## config.mk

```make
export PLATFORM = sky130hd
export DESIGN_NAME = epaper_line_formatter
export DESIGN_NICKNAME = d
export VERILOG_FILES = /design/src/hdl/epf_pkg.sv /design/src/hdl/epf_ctrl.sv /design/src/hdl/epf_datapath.sv /design/src/hdl/epaper_line_formatter.sv
export SDC_FILE = /design/constraint.sdc
export NUM_CORES = 1
export LEC_CHECK = 0
export ABC_AREA = 1
export BUFFER_PORTS_ARGS = -buffer_cell sky130_fd_sc_hd__buf_2
export CAP_MARGIN = 20
export CORE_MARGIN = 2
export CORE_UTILIZATION = 45
export DETAILED_ROUTE_END_ITERATION = 10
export PLACE_DENSITY = 0.72
export SYNTH_ARGS = -nofsm -noshare
export SYNTH_HDL_FRONTEND = slang
export SYNTH_HIERARCHICAL = 1
export SYNTH_SLANG_ARGS = --single-unit
```

## constraint.sdc

```tcl
create_clock -name aclk -period 3.91 [get_ports aclk]
set_clock_uncertainty 0.1 [all_clocks]
set_input_delay 1.173 -clock aclk [delete_from_list [all_inputs] [get_ports aclk]]
set_output_delay 1.173 -clock aclk [all_outputs]
set_load 0.02 [all_outputs]
```

## src/hdl/epf_pkg.sv

```systemverilog
// Shared types and constants of the e-paper line formatter.
package epf_pkg;

    localparam int DATA_DEPTH_DEF     = 32;
    localparam int LINE_BYTES_MAX_DEF = 128;

    localparam int LEN_W  = 8;
    localparam int CFG_IW = 3;
    localparam int CFG_DW = 6;

    localparam logic [CFG_IW-1:0] REG_DATA_BYTES  = 3'd0;
    localparam logic [CFG_IW-1:0] REG_SCAN_BYTES  = 3'd1;
    localparam logic [CFG_IW-1:0] REG_MIDDLE_SCAN = 3'd2;
    localparam logic [CFG_IW-1:0] REG_LEAD_BORDER = 3'd3;
    localparam logic [CFG_IW-1:0] REG_TRAIL_MODE  = 3'd4;

    localparam logic [5:0] DATA_BYTES_RST = 6'd25;
    localparam logic [5:0] SCAN_BYTES_RST = 6'd24;
    localparam logic       MIDDLE_RST     = 1'b1;
    localparam logic       LEAD_RST       = 1'b1;
    localparam logic [1:0] TRAIL_RST      = 2'd0;

    localparam logic [1:0] TB_NONE  = 2'd0;
    localparam logic [1:0] TB_ZERO  = 2'd1;
    localparam logic [1:0] TB_STAGE = 2'd2;
    // spare mode, adds no trailing byte
    localparam logic [1:0] TB_RSVD  = 2'd3;

    localparam logic [1:0] STG_COMP   = 2'd0;
    localparam logic [1:0] STG_WHITE  = 2'd1;
    localparam logic [1:0] STG_INV    = 2'd2;
    localparam logic [1:0] STG_NORMAL = 2'd3;

    localparam logic REQ_LOAD = 1'b0;
    localparam logic REQ_EMIT = 1'b1;

    localparam logic [1:0] CNT_ONE = 2'd1;
    localparam logic [1:0] CNT_TWO = 2'd2;

    localparam logic [7:0]  K_AA   = 8'haa;
    localparam logic [7:0]  K_55   = 8'h55;
    localparam logic [15:0] K_AAAA = 16'haaaa;
    localparam logic [15:0] K_5555 = 16'h5555;
    localparam logic [7:0]  K_C0   = 8'hc0;
    localparam logic [7:0]  K_06   = 8'h06;
    localparam logic [7:0]  K_03   = 8'h03;

    typedef enum logic [2:0] {
        BK_LIT,
        BK_ODD,
        BK_EVEN,
        BK_PAIR_HI,
        BK_PAIR_LO
    } byte_kind_t;

    // one line byte handed from the sequencer to the datapath
    typedef struct packed {
        logic       valid;
        byte_kind_t kind;
        logic [7:0] lit;
        logic [1:0] stage;
        logic       masked;
        logic       last;
        logic       cut;
    } byte_cmd_t;

    typedef struct packed {
        logic       en;
        logic [7:0] image;
        logic [7:0] mask;
    } store_wr_t;

    typedef struct packed {
        logic [6:0] pad;
        logic [7:0] fill_byte;
        logic       use_mask;
        logic       use_image;
        logic [1:0] stage;
        logic [7:0] line_index;
        logic [7:0] mask_byte;
        logic [7:0] image_byte;
        logic [4:0] byte_index;
    } in_data_t;

    typedef struct packed {
        logic [5:0] pad;
        logic [1:0] byte_count;
        logic [7:0] second_byte;
        logic [7:0] first_byte;
    } out_data_t;

endpackage

```

## src/hdl/epf_ctrl.sv

```systemverilog
// Sequencer of the e-paper line formatter: config registers and line segment walk.
module epf_ctrl #(
    parameter int DATA_DEPTH     = epf_pkg::DATA_DEPTH_DEF,
    parameter int LINE_BYTES_MAX = epf_pkg::LINE_BYTES_MAX_DEF,
    parameter int AW             = (DATA_DEPTH > 1) ? $clog2(DATA_DEPTH) : 1
) (
    input  logic                        aclk,
    input  logic                        aresetn,
    input  logic                        s_tvalid,
    output logic                        s_tready,
    input  logic [47:0]                 s_tdata,
    input  logic                        s_tuser,
    input  logic                        cfg_valid,
    output logic                        cfg_ready,
    input  logic [epf_pkg::CFG_IW-1:0]  cfg_index,
    input  logic [epf_pkg::CFG_DW-1:0]  cfg_data,
    output epf_pkg::byte_cmd_t          cmd,
    output logic [AW-1:0]               cmd_addr,
    input  logic                        cmd_ready,
    output epf_pkg::store_wr_t          wr,
    output logic [AW-1:0]               wr_addr
);
    import epf_pkg::*;

    typedef enum logic {ST_IDLE, ST_RUN} state_t;

    typedef enum logic [2:0] {
        SEG_LEAD, SEG_ODD, SEG_SCAN_M, SEG_EVEN,
        SEG_SCAN_O, SEG_PAIR, SEG_SCAN_E, SEG_TRAIL
    } seg_t;

    state_t           state_reg, state_next;
    seg_t             seg_reg, seg_next;
    logic [LEN_W-1:0] seg_left_reg, seg_left_next;
    logic [LEN_W-1:0] rem_reg, rem_next;
    logic             cut_reg, cut_next;
    logic [7:0]       line_reg, line_next;
    logic [1:0]       stage_reg, stage_next;
    logic             img_reg, img_next;
    logic             msk_reg, msk_next;
    logic [7:0]       fixed_reg, fixed_next;
    logic [5:0]       data_bytes_reg, data_bytes_next;
    logic [5:0]       scan_bytes_reg, scan_bytes_next;
    logic             middle_reg, middle_next;
    logic             lead_reg, lead_next;
    logic [1:0]       trail_reg, trail_next;

    in_data_t         din;
    logic             in_fire;
    logic [6:0]       nd;
    logic             trail_on;
    logic [8:0]       n_total;
    logic             cut_now;
    logic [LEN_W-1:0] len_now;
    logic [LEN_W-1:0] cur_len;
    logic [LEN_W-1:0] down_b;
    logic [LEN_W-1:0] up_b;
    logic [LEN_W-1:0] pair_b;
    logic [LEN_W-1:0] idx_b;
    logic             issue;

    function automatic seg_t seg_after(seg_t s, logic middle);
        seg_t r;
        case (s)
            SEG_LEAD:   r = middle ? SEG_ODD : SEG_SCAN_O;
            SEG_ODD:    r = SEG_SCAN_M;
            SEG_SCAN_M: r = SEG_EVEN;
            SEG_EVEN:   r = SEG_TRAIL;
            SEG_SCAN_O: r = SEG_PAIR;
            SEG_PAIR:   r = SEG_SCAN_E;
            SEG_SCAN_E: r = SEG_TRAIL;
            default:    r = SEG_TRAIL;
        endcase
        return r;
    endfunction

    function automatic logic [LEN_W-1:0] seg_length(seg_t s, logic [6:0] n_data,
                                                    logic [5:0] n_scan, logic lead,
                                                    logic trail);
        logic [LEN_W-1:0] r;
        case (s)
            SEG_LEAD:                      r = LEN_W'(lead);
            SEG_ODD, SEG_EVEN:             r = LEN_W'(n_data);
            SEG_SCAN_M, SEG_SCAN_O,
            SEG_SCAN_E:                    r = LEN_W'(n_scan);
            SEG_PAIR:                      r = LEN_W'({n_data, 1'b0});
            SEG_TRAIL:                     r = LEN_W'(trail);
            default:                       r = '0;
        endcase
        return r;
    endfunction

    assign din       = in_data_t'(s_tdata);
    assign s_tready  = (state_reg == ST_IDLE);
    assign cfg_ready = 1'b1;
    assign in_fire   = s_tvalid && s_tready;

    // store write for a load transaction; positions beyond the store are dropped
    assign wr.en    = in_fire && (s_tuser == REQ_LOAD) &&
                      ({2'b00, din.byte_index} < 7'(DATA_DEPTH));
    assign wr.image = din.image_byte;
    assign wr.mask  = din.mask_byte;
    assign wr_addr  = AW'(din.byte_index);

    always_comb begin
        nd = ({1'b0, data_bytes_reg} > 7'(DATA_DEPTH)) ? 7'(DATA_DEPTH)
                                                        : {1'b0, data_bytes_reg};
        trail_on = (trail_reg == TB_ZERO) || (trail_reg == TB_STAGE);
        n_total  = 9'(lead_reg) + 9'(trail_on) + 9'({nd, 1'b0}) +
                   (middle_reg ? 9'(scan_bytes_reg) : 9'({scan_bytes_reg, 1'b0}));
        cut_now  = n_total > 9'(LINE_BYTES_MAX);
        len_now  = cut_now ? LEN_W'(LINE_BYTES_MAX) : n_total[LEN_W-1:0];
    end

    always_comb begin
        cur_len = seg_length(seg_reg, nd, scan_bytes_reg, lead_reg, trail_on);
        down_b  = seg_left_reg - LEN_W'(1);
        up_b    = cur_len - seg_left_reg;
        pair_b  = {1'b0, down_b[LEN_W-1:1]};
        issue   = (state_reg == ST_RUN) && (seg_left_reg != '0);

        cmd.valid  = issue;
        cmd.stage  = stage_reg;
        cmd.masked = msk_reg;
        cmd.last   = (rem_reg == LEN_W'(1));
        cmd.cut    = cut_reg;
        cmd.kind   = BK_LIT;
        cmd.lit    = '0;
        idx_b      = down_b;
        case (seg_reg)
            SEG_ODD: begin
                cmd.kind = img_reg ? BK_ODD : BK_LIT;
                cmd.lit  = fixed_reg;
            end
            SEG_EVEN: begin
                cmd.kind = img_reg ? BK_EVEN : BK_LIT;
                cmd.lit  = fixed_reg;
                idx_b    = up_b;
            end
            SEG_PAIR: begin
                // high byte first: seg_left is even on the high half
                if (img_reg) begin
                    cmd.kind = seg_left_reg[0] ? BK_PAIR_LO : BK_PAIR_HI;
                end
                cmd.lit = fixed_reg;
                idx_b   = pair_b;
            end
            SEG_SCAN_M: begin
                if ({2'b00, line_reg[7:2]} == down_b) begin
                    cmd.lit = K_03 << {line_reg[1:0], 1'b0};
                end
            end
            SEG_SCAN_O: begin
                if (line_reg[0] && ({3'b000, line_reg[7:3]} == up_b)) begin
                    cmd.lit = K_C0 >> (line_reg & K_06);
                end
            end
            SEG_SCAN_E: begin
                if (!line_reg[0] && ({3'b000, line_reg[7:3]} == down_b)) begin
                    cmd.lit = K_03 << (line_reg & K_06);
                end
            end
            SEG_TRAIL: begin
                if ((trail_reg == TB_STAGE) && (stage_reg == STG_NORMAL)) begin
                    cmd.lit = K_AA;
                end
            end
            default: begin
                cmd.lit = '0;
            end
        endcase
        cmd_addr = idx_b[AW-1:0];
    end

    always_comb begin
        state_next      = state_reg;
        seg_next        = seg_reg;
        seg_left_next   = seg_left_reg;
        rem_next        = rem_reg;
        cut_next        = cut_reg;
        line_next       = line_reg;
        stage_next      = stage_reg;
        img_next        = img_reg;
        msk_next        = msk_reg;
        fixed_next      = fixed_reg;
        data_bytes_next = data_bytes_reg;
        scan_bytes_next = scan_bytes_reg;
        middle_next     = middle_reg;
        lead_next       = lead_reg;
        trail_next      = trail_reg;

        if (cfg_valid) begin
            case (cfg_index)
                REG_DATA_BYTES:  data_bytes_next = cfg_data;
                REG_SCAN_BYTES:  scan_bytes_next = cfg_data;
                REG_MIDDLE_SCAN: middle_next     = cfg_data[0];
                REG_LEAD_BORDER: lead_next       = cfg_data[0];
                REG_TRAIL_MODE:  trail_next      = cfg_data[1:0];
                default:         trail_next      = trail_reg;
            endcase
        end

        case (state_reg)
            ST_IDLE: begin
                if (in_fire && (s_tuser == REQ_EMIT) && (len_now != '0)) begin
                    state_next    = ST_RUN;
                    seg_next      = SEG_LEAD;
                    seg_left_next = LEN_W'(lead_reg);
                    rem_next      = len_now;
                    cut_next      = cut_now;
                    line_next     = din.line_index;
                    stage_next    = din.stage;
                    img_next      = din.use_image;
                    msk_next      = din.use_image && din.use_mask;
                    fixed_next    = din.fill_byte;
                end
            end
            ST_RUN: begin
                if (seg_left_reg == '0) begin
                    // step to the next segment; an empty segment is stepped through like any other
                    seg_next      = seg_after(seg_reg, middle_reg);
                    seg_left_next = seg_length(seg_after(seg_reg, middle_reg), nd,
                                               scan_bytes_reg, lead_reg, trail_on);
                end else if (cmd_ready) begin
                    seg_left_next = seg_left_reg - LEN_W'(1);
                    rem_next      = rem_reg - LEN_W'(1);
                    if (rem_reg == LEN_W'(1)) begin
                        state_next = ST_IDLE;
                    end
                end
            end
            default: begin
                state_next = ST_IDLE;
            end
        endcase
    end

    always_ff @(posedge aclk) begin
        if (!aresetn) begin
            state_reg      <= ST_IDLE;
            seg_reg        <= SEG_LEAD;
            seg_left_reg   <= '0;
            rem_reg        <= '0;
            data_bytes_reg <= DATA_BYTES_RST;
            scan_bytes_reg <= SCAN_BYTES_RST;
            middle_reg     <= MIDDLE_RST;
            lead_reg       <= LEAD_RST;
            trail_reg      <= TRAIL_RST;
        end else begin
            state_reg      <= state_next;
            seg_reg        <= seg_next;
            seg_left_reg   <= seg_left_next;
            rem_reg        <= rem_next;
            data_bytes_reg <= data_bytes_next;
            scan_bytes_reg <= scan_bytes_next;
            middle_reg     <= middle_next;
            lead_reg       <= lead_next;
            trail_reg      <= trail_next;
        end
        cut_reg   <= cut_next;
        line_reg  <= line_next;
        stage_reg <= stage_next;
        img_reg   <= img_next;
        msk_reg   <= msk_next;
        fixed_reg <= fixed_next;
    end

`ifndef SYNTH
    a_run_has_bytes: assert property (@(posedge aclk) disable iff (!aresetn)
        (state_reg == ST_RUN) |-> (rem_reg != '0))
        else $error("sequencer running with no bytes left");

    a_last_ends_run: assert property (@(posedge aclk) disable iff (!aresetn)
        (cmd.valid && cmd.last && cmd_ready) |=> (state_reg == ST_IDLE))
        else $error("sequencer did not stop after the last byte");
`endif

endmodule

```

## src/hdl/epf_datapath.sv

```systemverilog
// Datapath of the e-paper line formatter: line store, pixel coding, pair packing, output.
module epf_datapath #(
    parameter int DATA_DEPTH = epf_pkg::DATA_DEPTH_DEF,
    parameter int AW         = (DATA_DEPTH > 1) ? $clog2(DATA_DEPTH) : 1
) (
    input  logic               aclk,
    input  logic               aresetn,
    input  epf_pkg::byte_cmd_t cmd,
    input  logic [AW-1:0]      cmd_addr,
    output logic               cmd_ready,
    input  epf_pkg::store_wr_t wr,
    input  logic [AW-1:0]      wr_addr,
    output logic               m_tvalid,
    input  logic               m_tready,
    output logic [23:0]        m_tdata,
    output logic               m_tlast,
    output logic               m_tuser
);
    import epf_pkg::*;

    logic [7:0] image_mem [DATA_DEPTH];
    logic [7:0] mask_mem  [DATA_DEPTH];

    byte_cmd_t  s1_cmd_reg;
    logic [7:0] rd_img_reg;
    logic [7:0] rd_msk_reg;

    logic       half_valid_reg, half_valid_next;
    logic [7:0] half_byte_reg, half_byte_next;
    logic       out_valid_reg, out_valid_next;
    logic [7:0] out_first_reg, out_first_next;
    logic [7:0] out_second_reg, out_second_next;
    logic [1:0] out_count_reg, out_count_next;
    logic       out_last_reg, out_last_next;
    logic       out_trunc_reg, out_trunc_next;

    logic [15:0] pair_w;
    logic [7:0]  line_byte;
    logic        out_free;
    logic        s1_take;
    out_data_t   dout;

    function automatic logic [15:0] spread(logic [7:0] v);
        logic [15:0] r;
        r = '0;
        for (int i = 0; i < 8; i++) begin
            r[2*i] = v[i];
        end
        return r;
    endfunction

    function automatic logic [7:0] odd_code(logic [7:0] img, logic [7:0] old,
                                            logic [1:0] stage, logic masked);
        logic [7:0] px;
        logic [7:0] pm;
        logic [7:0] pd;
        px = img & K_55;
        pm = 8'hff;
        if (masked) begin
            pm = (old ^ px) & K_55;
            pm = pm | (pm << 1);
        end
        case (stage)
            STG_COMP:  pd = K_AA | (px ^ K_55);
            STG_WHITE: pd = K_55 + (px ^ K_55);
            STG_INV:   pd = K_55 | ((px ^ K_55) << 1);
            default:   pd = K_AA | px;
        endcase
        return (pd & pm) | (~pm & K_55);
    endfunction

    function automatic logic [7:0] even_code(logic [7:0] img, logic [7:0] old,
                                             logic [1:0] stage, logic masked);
        logic [7:0] px;
        logic [7:0] pm;
        logic [7:0] pd;
        logic [7:0] pc;
        px = img & K_AA;
        pm = 8'hff;
        if (masked) begin
            pm = (old ^ px) & K_AA;
            pm = pm | (pm >> 1);
        end
        case (stage)
            STG_COMP:  pd = K_AA | ((px ^ K_AA) >> 1);
            STG_WHITE: pd = K_55 + ((px ^ K_AA) >> 1);
            STG_INV:   pd = K_55 | (px ^ K_AA);
            default:   pd = K_AA | (px >> 1);
        endcase
        pc = (pd & pm) | (~pm & K_55);
        // reverse the order of the bit pairs
        return {pc[1:0], pc[3:2], pc[5:4], pc[7:6]};
    endfunction

    function automatic logic [15:0] pair_code(logic [7:0] img, logic [7:0] old,
                                              logic [1:0] stage, logic masked);
        logic [15:0] px;
        logic [15:0] pm;
        logic [15:0] pd;
        px = spread(img);
        pm = 16'hffff;
        if (masked) begin
            pm = (spread(old) ^ px) & K_5555;
            pm = pm | (pm << 1);
        end
        case (stage)
            STG_COMP:  pd = K_AAAA | (px ^ K_5555);
            STG_WHITE: pd = K_5555 + (px ^ K_5555);
            STG_INV:   pd = K_5555 | ((px ^ K_5555) << 1);
            default:   pd = K_AAAA | px;
        endcase
        return (pd & pm) | (~pm & K_5555);
    endfunction

    always_ff @(posedge aclk) begin
        if (wr.en) begin
            image_mem[wr_addr] <= wr.image;
            mask_mem[wr_addr]  <= wr.mask;
        end
    end

    // stage one: registered store read alongside the byte command
    always_ff @(posedge aclk) begin
        if (!aresetn) begin
            s1_cmd_reg <= '0;
        end else if (cmd_ready) begin
            s1_cmd_reg <= cmd;
        end
        if (cmd_ready && cmd.valid) begin
            rd_img_reg <= image_mem[cmd_addr];
            rd_msk_reg <= mask_mem[cmd_addr];
        end
    end

    always_comb begin
        pair_w = pair_code(rd_img_reg, rd_msk_reg, s1_cmd_reg.stage, s1_cmd_reg.masked);
        case (s1_cmd_reg.kind)
            BK_ODD:     line_byte = odd_code(rd_img_reg, rd_msk_reg, s1_cmd_reg.stage,
                                             s1_cmd_reg.masked);
            BK_EVEN:    line_byte = even_code(rd_img_reg, rd_msk_reg, s1_cmd_reg.stage,
                                              s1_cmd_reg.masked);
            BK_PAIR_HI: line_byte = pair_w[15:8];
            BK_PAIR_LO: line_byte = pair_w[7:0];
            default:    line_byte = s1_cmd_reg.lit;
        endcase
    end

    always_comb begin
        out_free        = !out_valid_reg || m_tready;
        half_valid_next = half_valid_reg;
        half_byte_next  = half_byte_reg;
        out_valid_next  = out_free ? 1'b0 : out_valid_reg;
        out_first_next  = out_first_reg;
        out_second_next = out_second_reg;
        out_count_next  = out_count_reg;
        out_last_next   = out_last_reg;
        out_trunc_next  = out_trunc_reg;
        s1_take         = 1'b0;

        if (s1_cmd_reg.valid) begin
            if (!half_valid_reg && !s1_cmd_reg.last) begin
                // hold the earlier byte of the pair
                s1_take         = 1'b1;
                half_valid_next = 1'b1;
                half_byte_next  = line_byte;
            end else if (out_free) begin
                s1_take         = 1'b1;
                half_valid_next = 1'b0;
                out_valid_next  = 1'b1;
                out_last_next   = s1_cmd_reg.last;
                out_trunc_next  = s1_cmd_reg.last && s1_cmd_reg.cut;
                if (half_valid_reg) begin
                    out_first_next  = half_byte_reg;
                    out_second_next = line_byte;
                    out_count_next  = CNT_TWO;
                end else begin
                    out_first_next  = line_byte;
                    out_second_next = '0;
                    out_count_next  = CNT_ONE;
                end
            end
        end
        cmd_ready = !s1_cmd_reg.valid || s1_take;
    end

    always_ff @(posedge aclk) begin
        if (!aresetn) begin
            half_valid_reg <= 1'b0;
            out_valid_reg  <= 1'b0;
        end else begin
            half_valid_reg <= half_valid_next;
            out_valid_reg  <= out_valid_next;
        end
        half_byte_reg  <= half_byte_next;
        out_first_reg  <= out_first_next;
        out_second_reg <= out_second_next;
        out_count_reg  <= out_count_next;
        out_last_reg   <= out_last_next;
        out_trunc_reg  <= out_trunc_next;
    end

    always_comb begin
        dout.pad         = '0;
        dout.byte_count  = out_count_reg;
        dout.second_byte = out_second_reg;
        dout.first_byte  = out_first_reg;
    end

    assign m_tvalid = out_valid_reg;
    assign m_tdata  = dout;
    assign m_tlast  = out_last_reg;
    assign m_tuser  = out_trunc_reg;

`ifndef SYNTH
    a_trunc_on_last: assert property (@(posedge aclk) disable iff (!aresetn)
        (out_valid_reg && out_trunc_reg) |-> out_last_reg)
        else $error("truncated flag away from the end of a line");

    a_single_on_last: assert property (@(posedge aclk) disable iff (!aresetn)
        (out_valid_reg && (out_count_reg == CNT_ONE)) |-> out_last_reg)
        else $error("single byte transaction before the end of a line");

    a_stage_holds: assert property (@(posedge aclk) disable iff (!aresetn)
        (s1_cmd_reg.valid && !cmd_ready) |=> s1_cmd_reg.valid)
        else $error("stalled line byte dropped");
`endif

endmodule

```

## src/hdl/epaper_line_formatter.sv

```systemverilog
// Top level of the e-paper line formatter.
//
// Usage: s_ carries request transactions, s_tuser = 0 loads one image byte and
// one mask byte into the line store, s_tuser = 1 emits a formatted panel line.
// m_ carries the line as byte pair transactions; m_tlast marks the final pair,
// m_tuser flags that the line was cut at LINE_BYTES_MAX bytes.
// cfg_ writes the layout registers by index; write only while no line is in flight.
// Throughput: loads and emits are taken only while the sequencer is idle. After
// an emit the sequencer walks the line one byte per cycle while the datapath
// takes them, and issues no byte on a step to the next segment, empty ones included.
// The first pair passes the store read register, the pairing register and the
// output register before it is presented; segment steps before its second byte
// delay it.
// While a line of n bytes is emitted, the request side is busy for the accept,
// the n bytes and up to four segment steps, and longer when the receiver stalls.
// The next request is taken as soon as the last byte is issued, while the
// final pairs are still draining.
// A stall on m_tready holds the output register and backs up the pipeline to
// the sequencer; nothing is dropped. Reset restores the register defaults and
// empties the pipeline; the line store is not cleared.
module epaper_line_formatter #(
    parameter int DATA_DEPTH     = epf_pkg::DATA_DEPTH_DEF,
    parameter int LINE_BYTES_MAX = epf_pkg::LINE_BYTES_MAX_DEF
) (
    input  logic                       aclk,
    input  logic                       aresetn,
    input  logic                       s_tvalid,
    output logic                       s_tready,
    // byte_index[4:0] image_byte[12:5] mask_byte[20:13] line_index[28:21]
    // stage[30:29] use_image[31] use_mask[32] fill_byte[40:33], zero above
    input  logic [47:0]                s_tdata,
    // req_type[0]
    input  logic                       s_tuser,
    output logic                       m_tvalid,
    input  logic                       m_tready,
    // first_byte[7:0] second_byte[15:8] byte_count[17:16], zero above
    output logic [23:0]                m_tdata,
    output logic                       m_tlast,
    // truncated[0]
    output logic                       m_tuser,
    input  logic                       cfg_valid,
    output logic                       cfg_ready,
    input  logic [epf_pkg::CFG_IW-1:0] cfg_index,
    input  logic [epf_pkg::CFG_DW-1:0] cfg_data
);
    import epf_pkg::*;

    localparam int AW = (DATA_DEPTH > 1) ? $clog2(DATA_DEPTH) : 1;

    byte_cmd_t     cmd;
    logic [AW-1:0] cmd_addr;
    logic          cmd_ready;
    store_wr_t     wr;
    logic [AW-1:0] wr_addr;

    epf_ctrl #(
        .DATA_DEPTH     (DATA_DEPTH),
        .LINE_BYTES_MAX (LINE_BYTES_MAX),
        .AW             (AW)
    ) u_ctrl (
        .aclk      (aclk),
        .aresetn   (aresetn),
        .s_tvalid  (s_tvalid),
        .s_tready  (s_tready),
        .s_tdata   (s_tdata),
        .s_tuser   (s_tuser),
        .cfg_valid (cfg_valid),
        .cfg_ready (cfg_ready),
        .cfg_index (cfg_index),
        .cfg_data  (cfg_data),
        .cmd       (cmd),
        .cmd_addr  (cmd_addr),
        .cmd_ready (cmd_ready),
        .wr        (wr),
        .wr_addr   (wr_addr)
    );

    epf_datapath #(
        .DATA_DEPTH (DATA_DEPTH),
        .AW         (AW)
    ) u_datapath (
        .aclk      (aclk),
        .aresetn   (aresetn),
        .cmd       (cmd),
        .cmd_addr  (cmd_addr),
        .cmd_ready (cmd_ready),
        .wr        (wr),
        .wr_addr   (wr_addr),
        .m_tvalid  (m_tvalid),
        .m_tready  (m_tready),
        .m_tdata   (m_tdata),
        .m_tlast   (m_tlast),
        .m_tuser   (m_tuser)
    );

endmodule
```

# == Word-level counts from Yosys, hierarchy flattened ==
# Memory sizes are Yosys's and may differ from the RTL's. A register that Yosys moved wholly into a read port is not among the register bits.
# Index checks and enable logic that the tools add are counted.
# op_classes
addsub,9
magnitude_cmp,2
n_eq_ne,36
n_shift,3
mux,59
bitwise_logic,21
reduce_logical,45
# op_table
operator,count
two-way mux 8 bit,18
one-hot mux 8 bit (5 select lines),3
one-hot mux 16 bit (3 select lines),1
one-hot mux 8 bit (3 select lines),2
one-hot mux 8 bit (2 select lines),2
one-hot mux 8 bit (4 select lines),1
"== test 3 bit, second input constant",10
"== test 3 x 2 -> 1 bit, second input constant",8
bitwise OR 8 x 7 -> 8 bit,3
AND reduction 2 bit,10
two-way mux 3 bit,6
"adder 15 x 15 -> 16 bit, first input constant",1
"adder 7 x 7 -> 8 bit, first input constant",2
AND 16 bit,1
AND 8 bit,2
== test 5 x 8 -> 1 bit,2
two-way mux 1 bit,16
two-way mux 16 bit,1
bitwise OR 15 x 16 -> 16 bit,1
bitwise OR 16 x 15 -> 16 bit,1
nonzero test 8 bit,2
"left shift 2 x 3 -> 8 bit, first input constant",2
"subtractor 8 x 1 -> 8 bit, second input constant",2
NOT 15 bit,1
other kinds (41),77
# totals
reg_bits,104
ramBits,512
inputBits,63
out_inout_bits,29
wordCells,207
n_memories,2
# memory_table
memory,depth,width,read_ports,rd_ports_with_merged_regs,write_ports,line,text
u_datapath.image_mem,32,8,1,1,1,epf_datapath.sv:21,logic [7:0] image_mem [DATA_DEPTH];
u_datapath.mask_mem,32,8,1,1,1,epf_datapath.sv:22,logic [7:0] mask_mem [DATA_DEPTH];

# == Longest topological paths before layout ==
# Gate-level depths: netlist of the first run.
# depth
depth_word,11
depth_mapped,22
mapped_depth_nobuf,22

# == Hierarchy ==
# The synthesis of the first run kept the hierarchy.
# modules_own_cells
mod,n_inst,cells_each,area_per_inst_um2,seq_area_each_um2
epf_datapath,1,2058,23663.9,17076.4
epf_ctrl,1,662,4501.8,1351.3

# == Least setup slack after synthesis of the first run ==
# No wires, ideal clock.
# synth_timing
kind,reg2reg
start,register u_ctrl.seg_reg[2]
end,"register u_datapath.rd_img_reg[0], read port of u_datapath.image_mem, data pin"
setup_time_ns,0.254
arrival_time_ns,3.228
t_required_ns,3.556
path_slack_ns,0.328
stages_incl_launch_ff,19
n_path_buf,3
period_less_slack_ns,3.582
path_cell_list,dfxtp_1 > inv_1 > clkbuf_1 > nor2_1 > inv_2 > a21oi_1 > a2111oi_0 > ha_1 > inv_1 > fa_1 > nand3_1 > nand2_1 > nand2_1 > nand2_1 > o221ai_1 > clkbuf_1 > clkbuf_1 > nand2_1 > o21a_1
# synth_between
elab_chain_cells,5
word_cells_on_any_way,13
classes_between,add/sub: 1; eq/ne: 7; mux: 2; reduce/logical: 3
# synth_lines
element,line,text
from (decl),epf_ctrl.sv:33,"seg_t seg_reg, seg_next;"
from (signal assigned),epf_ctrl.sv:251,seg_reg <= seg_next;
== test 3 bit (tied with other cells),epf_ctrl.sv:81,case (s)
OR reduction 3 bit or OR reduction 2 bit (tied branches),epf_ctrl.sv:81,
one-hot mux 8 bit (5 select lines),epf_ctrl.sv:81,
subtractor 8 bit,epf_ctrl.sv:118,up_b = cur_len - seg_left_reg;
one-hot mux 5 bit (2 select lines) *,epf_ctrl.sv:130,case (seg_reg)
net cmd_addr[4],epaper_line_formatter.sv:51,logic [AW-1:0] cmd_addr;
to (decl),epf_datapath.sv:25,logic [7:0] rd_img_reg;
# Mark *: on every way through the listed nets, which the timed path passes. The rest lies on a longest branch. The select of a mux whose other input is x is not followed.
# A chain may end at the register's enable or synchronous reset.

# == Worst setup path after layout of the first run ==
# layout_timing
start,register u_ctrl.seg_reg[1]
end,"register u_datapath.rd_img_reg[4], read port of u_datapath.image_mem, data pin"
# Same word-level chain as after synthesis.

==> results of run 1 <==
[metal layers]
| layer | vias up | share of wire (%) | global-route usage [%] | wire [um] |
|---|---|---|---|---|
| met4 | 0 | 3.0 | 7.46 | 2110 |
| met3 | 141 | 8.1 | 3.68 | 5710 |
| li1 | 9587 | - | - | - |
| met1 | 9775 | 42 | 29.7 | 29400 |
| met5 | - | 0 | 0 | 0 |
| met2 | 879 | 47 | 35.4 | 33200 |
[worst max-delay path: stages (launching register included)]
cell and delay, ps:
dfxtp_1 390, nor2_4 150, inv_1 60, nor2_1 150
inv_2 70, a21oi_2 170, a2111oi_4 50, buf_4 150
buf_4 120, ha_1 360, o221ai_4 140, buf_12 170
inv_6 290, buf_12 320, nand2_1 100, nand3_1 80
nand3_1 80, a21oi_1 310, o21a_1 270
[power by group through the flow]
| stage | sequential [mW] | clock [mW] | combinational, mW |
|---|---|---|---|
| after CTS | 7.63 | 6.27 | 4.06 |
| after global routing | 7.64 | 6.55 | 4.55 |
| final | 7.63 | 6.18 | 4.21 |
| after floorplan | 7.74 | 0 | 2.55 |
| after detailed placement | 7.77 | 0 | 4.02 |
| after global placement | 7.77 | 0 | 3.95 |
[cells by family after synthesis]
group	Yosys count	share of synthesized area [%]
AO/OA/AOI/OAI	189	3.92
XOR/XNOR	16	0.498
adder cells (fa/ha/maj)	21	1.01
buffers and inverters	311	5.61
flip-flops	632	65.4
other	2	0.0267
AND/OR/NAND/NOR	1549	23.5
[worst max path at each step]
stage	startpoint	to	depth (start not counted)
detailed placement	u_ctrl/seg_reg[0]	u_datapath/rd_msk_reg[1]	20
floorplan	u_ctrl/seg_reg[2]	u_datapath/rd_img_reg[0]	18
CTS	u_ctrl/trail_reg[0]	u_datapath/rd_msk_reg[4]	17
global route	u_ctrl/seg_reg[1]	u_datapath/rd_img_reg[4]	18
global placement	u_ctrl/trail_reg[0]	u_datapath/rd_msk_reg[1]	18
finish	u_ctrl/seg_reg[1]	u_datapath/rd_img_reg[4]	18
[area by class of cell]
| type | count | area, um^2 | area share, % |
|---|---|---|---|
| multi-input cells | 1782 | 8330 | 25.9 |
| clock inverters | 41 | 434 | 1.35 |
| flip-flops and latches | 632 | 18400 | 57.2 |
| diodes | 1 | 2.50 | 0.00777 |
| clock buffers | 75 | 1700 | 5.27 |
| well taps | 837 | 1050 | 3.25 |
| inverters | 152 | 583 | 1.81 |
| repair buffers | 204 | 1680 | 5.20 |
[what timing repair did]
action / CTS / global route
resized for setup: 5 / 27
cloned: 0 / 1
pin swaps: 0 / 11
buffers inserted: 0 / 4
endpoints found under the setup margin: 24 / 24
[stage by stage]
step                utilization [%]  hold slack (ps)
floorplan                         -              324
global placement               48.3              346
detailed placement             48.3              347
CTS                            51.8              357
global route                   52.1              374
finish                         52.1              355
[layout by cell type, fill, tap and decap left out, drive strengths merged, types with 16 or more instances in the layout]
cell,n
nor2,148
o21ai,58
a21oi,76
edfxtp,577
nand4,19
clkinv,29
nand2,855
o21a,16
inv,154
clkbuf,77
ha,18
nand3,499
dfxtp,55
buf,202
nor3,16
==> flow_metrics.env, run 1 <==
export IMPL_status="finished clean"
export IMPL_crit_path_end_kind="flip-flop"
export IMPL_reg2reg_depth=18
export IMPL_cts_tree="done"
export IMPL_fin_crit_sh_pct=97.9
export IMPL_dr_pass1_iters=6
export IMPL_hold_path_class="reg2reg"
export IMPL_dpl_hpwl_um=44000
export IMPL_drtIter0Drc=2207
export IMPL_power_frac_clock_pct=34.3
export IMPL_netlist_area_um2=28200
export IMPL_maxCapViolCount=0
export IMPL_synth_avg_cell_area_um2=10.4
export IMPL_port_buffer_count=77
export IMPL_setup_viol=0
export IMPL_routedWlPerCell_um=18.9
export IMPL_place_inst=3601
export IMPL_fin_area_um2=32200
export IMPL_fmax_ghz=0.261
export IMPL_crit_path_start_kind="flip-flop"
export IMPL_path_class="reg2reg"
export IMPL_async_reset_ff_share_pct=0
export IMPL_min_from="u_datapath/s1_cmd_reg[5]"
export IMPL_sw_frac_of_total_pct=30.6
export IMPL_ys_ff_latch=632
export IMPL_fin_tns_setup_ps=0
export IMPL_holdBufCountCts=0
export IMPL_vdd_drop_max_v=0.000401
export IMPL_required_ps=4240
export IMPL_post_route_worst_setup_slack_ps=80.2
export IMPL_p_switching_mw=5.51
export IMPL_antenna_found_initial=2
export IMPL_synthTopCellsByCount="nand2_1, edfxtp_1, nand3_1"
export IMPL_initial_utilization_pct=45.6
export IMPL_power_mw=18.0
export IMPL_clock_sinks=632
export IMPL_synth_top_area_cell="edfxtp_1"
export IMPL_maxSlewViolCount=0
export IMPL_ys_seq_area_share_pct=65.4
export IMPL_io_pins=92
export IMPL_power_frac_comb_pct=23.4
export IMPL_p_int_mw=12.5
export IMPL_root_buffer="clkbuf_16"
export IMPL_path_max_fanout=66
export IMPL_viasPerCell=5.47
export IMPL_cellPowerDensity_nw_per_um2=560
export IMPL_h_tree_depth=3
export IMPL_clkLatencyLatePin_ps=620
export IMPL_cts_buffer_depth=3
export IMPL_r2r_start="u_ctrl/seg_reg[1]"
export IMPL_yosysWarnings=6
export IMPL_overflow=0
export IMPL_grt_start_max_net_pins=67
export IMPL_rows=91
export IMPL_cts_buffers_inserted=66
export IMPL_place_congestion=0.900
export IMPL_min_period_ps=3830
export IMPL_die_h_um=254
export IMPL_synth_area_leaders="edfxtp_1, nand2_1, nand3_1"
export IMPL_worstMarginPinSlew_ps=747
export IMPL_ys_flop_type="edfxtp_1"
export IMPL_leakagePower_nw=12.4
export IMPL_final_hold_violation_count=0
export IMPL_seqPwrFrac_pct=42.4
export IMPL_dpl_worst_slack_ps=-150
export IMPL_wl_um=70400
export IMPL_num_vias=20400
export IMPL_stdcell_count=3724
export IMPL_track_usage_pct=21.7
export IMPL_path_clk_slew_ps=60
export IMPL_area_growth_pct=14.3
export IMPL_grt_pass1_wl_um=108000
export IMPL_worstReg2RegEnd="u_datapath/rd_img_reg[4]"
export IMPL_fillCellCount=5247
export IMPL_core_area_um2=61800
export IMPL_hold_depth=2
export IMPL_placed_area_um2=29900
export IMPL_fp_dieW_um=254
export IMPL_syn_inst=2720
export IMPL_grt_pass1_vias=19400
export IMPL_drive_above_1_share_pct=12.3
export IMPL_final_nets=2922
export IMPL_slew_headroom_pct=50.2
export IMPL_ant_nets=0
export IMPL_synth_top_area_share_pct=61.5
export IMPL_cp_arrival_ps=4150
export IMPL_synth_edf_count=577
export IMPL_ys_types=48
export IMPL_drc=0
export IMPL_die_area_um2=64600
export IMPL_rrSetupSlack_ps=80
export IMPL_yosysMostFrequentCell="nand2_1"
export IMPL_holdPathEnd="u_datapath/s1_cmd_reg[5]"
No activity file was read; power rests on OpenSTA's default activity.
==> inputs of run 2 (changes only) <==
Settings changed: ABC_AREA 1 to not set, CORE_UTILIZATION 45 to 40, PLACE_DENSITY 0.72 to 0.66.
==> flow_metrics.env, run 2 <==
export IMPL_min_period_ps=4200
export IMPL_slew_headroom_pct=31.2
export IMPL_fin_tns_setup_ps=-4130
export IMPL_cp_slowest_cell="fa_2"
export IMPL_yosysMostFrequentCell="edfxtp_1"
export IMPL_place_congestion=0.888
export IMPL_ys_flop_type="edfxtp_1"
export IMPL_maxSlewViolCount=0
export IMPL_drive_above_1_share_pct=32.9
export IMPL_num_vias=15900
export IMPL_hold_depth=2
export IMPL_io_pins=92
export IMPL_dpl_hpwl_um=40700
export IMPL_fin_crit_sh_pct=107
export IMPL_layout_common_cells="edfxtp_1, mux4_2, nand2_1, buf_4, buf_2"
export IMPL_synth_top_area_cell="edfxtp_1"
export IMPL_antenna_found_initial=9
export IMPL_overflow=0
export IMPL_async_reset_ff_share_pct=0
export IMPL_clkLatencyLatePin_ps=600
export IMPL_grt_pass1_vias=15800
export IMPL_yosysWarnings=6
export IMPL_leakagePower_nw=11.2
export IMPL_cts_buffer_depth=3
export IMPL_dr_pass1_iters=7
export IMPL_path_clk_slew_ps=60
export IMPL_critPathTopFamily="multiplexers"
export IMPL_status="finished with violations"
export IMPL_setup_viol=16
export IMPL_initial_utilization_pct=40.3
export IMPL_final_hold_violation_count=0
export IMPL_path_max_fanout=8
export IMPL_synth_edf_count=577
export IMPL_holdBufCountCts=0
export IMPL_wl_um=66200
export IMPL_crit_top_cell="inv_2"
export IMPL_critPathBufInv=5
export IMPL_path_class="reg2reg"
export IMPL_crit_path_end_kind="flip-flop"
export IMPL_max_stage_delay_ps=550
export IMPL_drtIter0Drc=1689
export IMPL_violations="negative setup slack"
export IMPL_path_cells="inv_2 > ha_4 > nor2_2 > mux2i_1 > a21oi_1 > o2bb2ai_2 > ha_2 > inv_2 > fa_2 > inv_2 > o22ai_2 > o21bai_4 > buf_12 > buf_12 > mux4_2 > mux4_2 > mux2_4"
export IMPL_whs_ps=361
export IMPL_routedWlPerCell_um=23.8
export IMPL_h_tree_depth=3
export IMPL_cellPowerDensity_nw_per_um2=488
export IMPL_maxCapViolCount=0
export IMPL_cts_tree="done"
export IMPL_final_nets=1927
export IMPL_vdd_drop_max_v=0.000341
export IMPL_ant_nets=0
export IMPL_worstSetupPathDepth=17
export IMPL_die_area_um2=71200
export IMPL_grt_setup_unrepaired="yes"
export IMPL_fmax_ghz=0.238
export IMPL_synth_area_leaders="edfxtp_1, mux4_2, dfxtp_1"
export IMPL_ys_seq_area_share_pct=66.7
export IMPL_fin_util_pct=48.3
export IMPL_post_route_worst_setup_slack_ps=-292
export IMPL_hold_path_class="reg2reg"
export IMPL_crit_path_start_kind="flip-flop"
export IMPL_cts_buffers_inserted=67
export IMPL_grt_pass1_wl_um=98800
export IMPL_ys_types=93
export IMPL_synth_top_area_share_pct=62.7
export IMPL_drc=0
export IMPL_port_buffer_count=77
export IMPL_cp_arrival_ps=4420
export IMPL_ys_ff_latch=632
export IMPL_grt_start_max_net_pins=46
export IMPL_netlist_area_um2=27600
export IMPL_rrSetupSlack_ps=-290
export IMPL_required_ps=4130
export IMPL_viasPerCell=5.71
export IMPL_rows=96
export IMPL_die_h_um=267
export IMPL_core_area_um2=68500
export IMPL_clock_sinks=632
export IMPL_synthTopCellsByCount="edfxtp_1, mux4_2, nor2_1"
export IMPL_synth_avg_cell_area_um2=16.8
export IMPL_worstMarginPinSlew_ps=1030
export IMPL_fp_dieW_um=267
export IMPL_final_common_cell="edfxtp_1"
export IMPL_track_usage_pct=18.7
export IMPL_reg2reg_depth=17
export IMPL_area_growth_pct=19.7
export IMPL_root_buffer="clkbuf_16"
export IMPL_syn_inst=1648
export IMPL_dpl_worst_slack_ps=-545
==> run 2: cell types whose count changed after synthesis, sizes merged, moves of 23 or more <==
cell / delta
a21oi: -33
mux2: +23
mux4: +160
nand2: -762
nor2: -53
nand3: -481
buf: -66
o21ai: -29
clkbuf: +24
inv: -105
==> run 2: what timing repair did <==
| action | CTS | global route |
|---|---|---|
| pin swaps | 3 | 9 |
| gates resized for setup | 41 | 24 |
| cloned | 4 | 1 |
| setup endpoints to repair | 24 | 24 |
| setup buffers | 10 | 5 |
==> run 2: logic make-up after synthesis <==
group	synth area share (%)
and+or+nand+nor	7.07
muxes	14.7
DFF	66.7
adders and majority gates	1.03
buffers and inverters	2.86
AOI/OAI and AO/OA	6.35
other	0.0272
xor gates and xnor gates	1.28
==> run 2: final timing paths <==
kind / startpoint / to
max reg2reg: u_ctrl/trail_reg[0] / u_datapath/rd_img_reg[6]
max: u_ctrl/trail_reg[0] / u_datapath/rd_img_reg[6]
min reg2reg: u_datapath/s1_cmd_reg[11] / u_datapath/s1_cmd_reg[11]
min: u_datapath/s1_cmd_reg[11] / u_datapath/s1_cmd_reg[11]
==> run 2: per-stage QoR <==
step / area, um^2 / total power, mW / std cells
floorplan: 27700 / 9.15 / 1653
global placement: 30500 / 9.94 / 2635
detailed placement: 30500 / 9.98 / 2635
CTS: 32900 / 16.2 / 2769
global route: 33100 / 16.6 / 2776
finish: 33100 / 16.1 / 2777
==> run 2: final cells by class <==
cell class | count | area (um^2)
diodes | 1 | 2.50
clock buffers | 84 | 1770
clock inverters | 36 | 330
fillers | 5624 | 35400
inverters | 45 | 169
multi-input cells | 859 | 8740
flip-flops and latches | 632 | 18400
well taps | 882 | 1100
repair buffers | 238 | 2530
==> run 2: report_power, final <==
| group | switching, mW | total (mW) | internal (mW) | leakage [nW] |
|---|---|---|---|---|
| sequential | 0.0712 | 7.54 | 7.47 | 5.64 |
| combinational | 1.22 | 2.49 | 1.27 | 4.50 |
| clock | 2.58 | 6.09 | 3.51 | 1.04 |
==> run 2: per-layer routing <==
layer / part of all wire [%] / global-route usage (%) / vias up
met3: 6.8 / 3.83 / 117
met1: 43 / 26.0 / 8180
met2: 48 / 30.0 / 585
li1: - / - / 6968
met4: 2.1 / 4.84 / 10
met5: 0.091 / 0 / -
==> run 2: tightest hold or removal path, delay by kind of cell, from the launching register on <==
family / cells / cell delay, ps
AOI/OAI and AO/OA: 1 / 50
DFF: 1 / 320
and+or+nand+nor: 1 / 50
==> inputs of run 3 (changes only) <==
Settings changed: BUFFER_PORTS_ARGS -buffer_cell sky130_fd_sc_hd__buf_2 to not set, CORE_UTILIZATION 40 to 64, DONT_BUFFER_PORTS set to 1, PLACE_DENSITY 0.66 to 0.91.
==> flow_metrics.env, run 3 (synthesis gave the netlist of run 2 again) <==
export IMPL_status="finished with violations"
export IMPL_violations="negative setup slack"
export IMPL_reg2reg_depth=18
export IMPL_holdBufCountCts=0
export IMPL_drtIter0Drc=2504
export IMPL_num_vias=16800
export IMPL_fillCellCount=2346
export IMPL_fp_dieW_um=212
export IMPL_required_ps=4220
export IMPL_layout_common_cells="edfxtp_1, mux4_2, buf_4, nand2_1, nor2_1"
export IMPL_port_buffer_count=0
export IMPL_slew_headroom_pct=31.5
export IMPL_holdPathEnd="u_ctrl/data_bytes_reg[3]"
export IMPL_initial_utilization_pct=64.6
export IMPL_worstMarginPinSlew_ps=1010
export IMPL_antenna_found_initial=0
export IMPL_min_from="u_ctrl/data_bytes_reg[3]"
export IMPL_path_clk_slew_ps=70
export IMPL_power_frac_clock_pct=36.7
export IMPL_dr_pass1_iters=6
export IMPL_cts_buffer_depth=3
export IMPL_cts_buffers_inserted=59
export IMPL_hold_path_class="reg2reg"
export IMPL_crit_path_start_kind="flip-flop"
export IMPL_drc=0
export IMPL_overflow=0
export IMPL_setup_viol=16
export IMPL_fin_crit_sh_pct=108
export IMPL_antennaDiodeCount=0
export IMPL_grt_setup_unrepaired="yes"
export IMPL_drive_above_1_share_pct=28.2
export IMPL_clock_sinks=632
export IMPL_routedWlPerCell_um=33.7
export IMPL_leakagePower_nw=10.7
export IMPL_whs_ps=378
export IMPL_maxCapViolCount=0
export IMPL_vdd_drop_max_v=0.000485
export IMPL_rows=76
export IMPL_sw_frac_of_total_pct=24.7
export IMPL_grt_start_max_net_pins=47
export IMPL_io_pins=92
export IMPL_hold_depth=2
export IMPL_dpl_hpwl_um=43500
export IMPL_multi_input_area_um2=8720
export IMPL_final_hold_violation_count=0
export IMPL_final_nets=1844
export IMPL_grt_pass1_wl_um=110000
export IMPL_r2r_start="u_ctrl/trail_reg[0]"
export IMPL_track_usage_pct=34.7
export IMPL_core_area_um2=42800
export IMPL_ant_nets=0
export IMPL_seqCellArea_um2=18400
export IMPL_grt_pass1_vias=16600
export IMPL_cts_tree="done"
export IMPL_h_tree_depth=2
export IMPL_path_max_fanout=4
export IMPL_path_class="reg2reg"
export IMPL_cp_arrival_ps=4520
export IMPL_wl_um=79400
export IMPL_die_area_um2=44800
export IMPL_root_buffer="clkbuf_16"
export IMPL_power_frac_comb_pct=15.5
export IMPL_die_h_um=212
export IMPL_clkLatencyLatePin_ps=660
export IMPL_fmax_ghz=0.237
export IMPL_cellPowerDensity_nw_per_um2=499
export IMPL_seqPwrFrac_pct=47.9
export IMPL_viasPerCell=7.14
export IMPL_rrSetupSlack_ps=-300
export IMPL_final_common_cell="edfxtp_1"
export IMPL_worstReg2RegEnd="u_datapath/rd_img_reg[5]"
export IMPL_p_int_mw=11.9
export IMPL_maxSlewViolCount=0
export IMPL_place_congestion=0.920
export IMPL_crit_path_end_kind="flip-flop"
export IMPL_post_route_worst_setup_slack_ps=-302
export IMPL_power_mw=15.8
export IMPL_p_switching_mw=3.90
export IMPL_dpl_worst_slack_ps=-398
export IMPL_min_period_ps=4210
export IMPL_area_growth_pct=14.5
==> run 3: stage by stage <==
step	instance area [um^2]	std cells	TNS (ps)	utilization (%)
5_1_grt	31600	2352	-7770	73.9
3_5_place_dp	29000	2215	-5710	67.9
2_1_floorplan	27700	1653	0	-
4_1_cts	31200	2336	-4020	73.0
6_report	31600	2352	-4170	73.9
3_3_place_gp	29000	2215	-4660	67.9
==> run 3: cell type report <==
| class | count | share of cell area (%) |
|---|---|---|
| multi-input combinational | 859 | 27.6 |
| sequential | 632 | 58.3 |
| clock inverter | 36 | 1.21 |
| tap | 546 | 2.16 |
| clock buffer | 71 | 4.81 |
| timing repair buffer | 163 | 5.47 |
| inverter | 45 | 0.534 |
==> run 3: routing by layer <==
metal  track usage [%]  wire length (um)  vias to the layer above
met5                 0                 0                        -
met4              18.8              4950                        0
met3              7.52              9070                      270
met2              57.5             39000                     1305
met1              43.4             26400                     8445
li1                  -                 -                     6762
==> run 3: power by group through the flow <==
stage	Clock (mW)	Combinational, mW	Sequential [mW]
after floorplan	0	1.50	7.65
after global placement	0	1.96	7.69
after detailed placement	0	2.06	7.69
after CTS	5.80	2.25	7.55
after global routing	6.02	2.52	7.56
final	5.79	2.44	7.56
==> run 3: worst max-delay path by stage <==
stage / end / from / cells past startpoint
2_1_floorplan: u_datapath/rd_img_reg[7] / u_ctrl/trail_reg[0] / 17
3_3_place_gp: u_datapath/rd_img_reg[0] / u_ctrl/trail_reg[0] / 16
3_5_place_dp: u_datapath/rd_msk_reg[0] / u_ctrl/trail_reg[0] / 17
4_1_cts: u_datapath/rd_msk_reg[0] / u_ctrl/trail_reg[0] / 17
5_1_grt: u_datapath/rd_msk_reg[1] / u_ctrl/trail_reg[0] / 18
6_report: u_datapath/rd_img_reg[5] / u_ctrl/trail_reg[0] / 18
==> run 3: timing repair <==
action	in CTS	in global routing
endpoints found under the setup margin	24	24
resized for setup	25	47
gates cloned	3	6
hold endpoints to repair	0	0
setup buffers	11	9
pin swaps	6	19
==> run 3: worst max-delay path, stage by stage (launching register included) <==
cell and delay [ps]:
dfxtp_2 320, inv_2 40, ha_4 270, nor2_2 30
mux2i_1 180, a21oi_1 100, o2bb2ai_2 180, ha_2 210
inv_2 40, fa_2 550, inv_2 40, o22ai_2 100
o21bai_4 200, buf_12 170, buf_8 120, buf_6 130
mux4_2 330, mux4_2 560, mux2_4 300
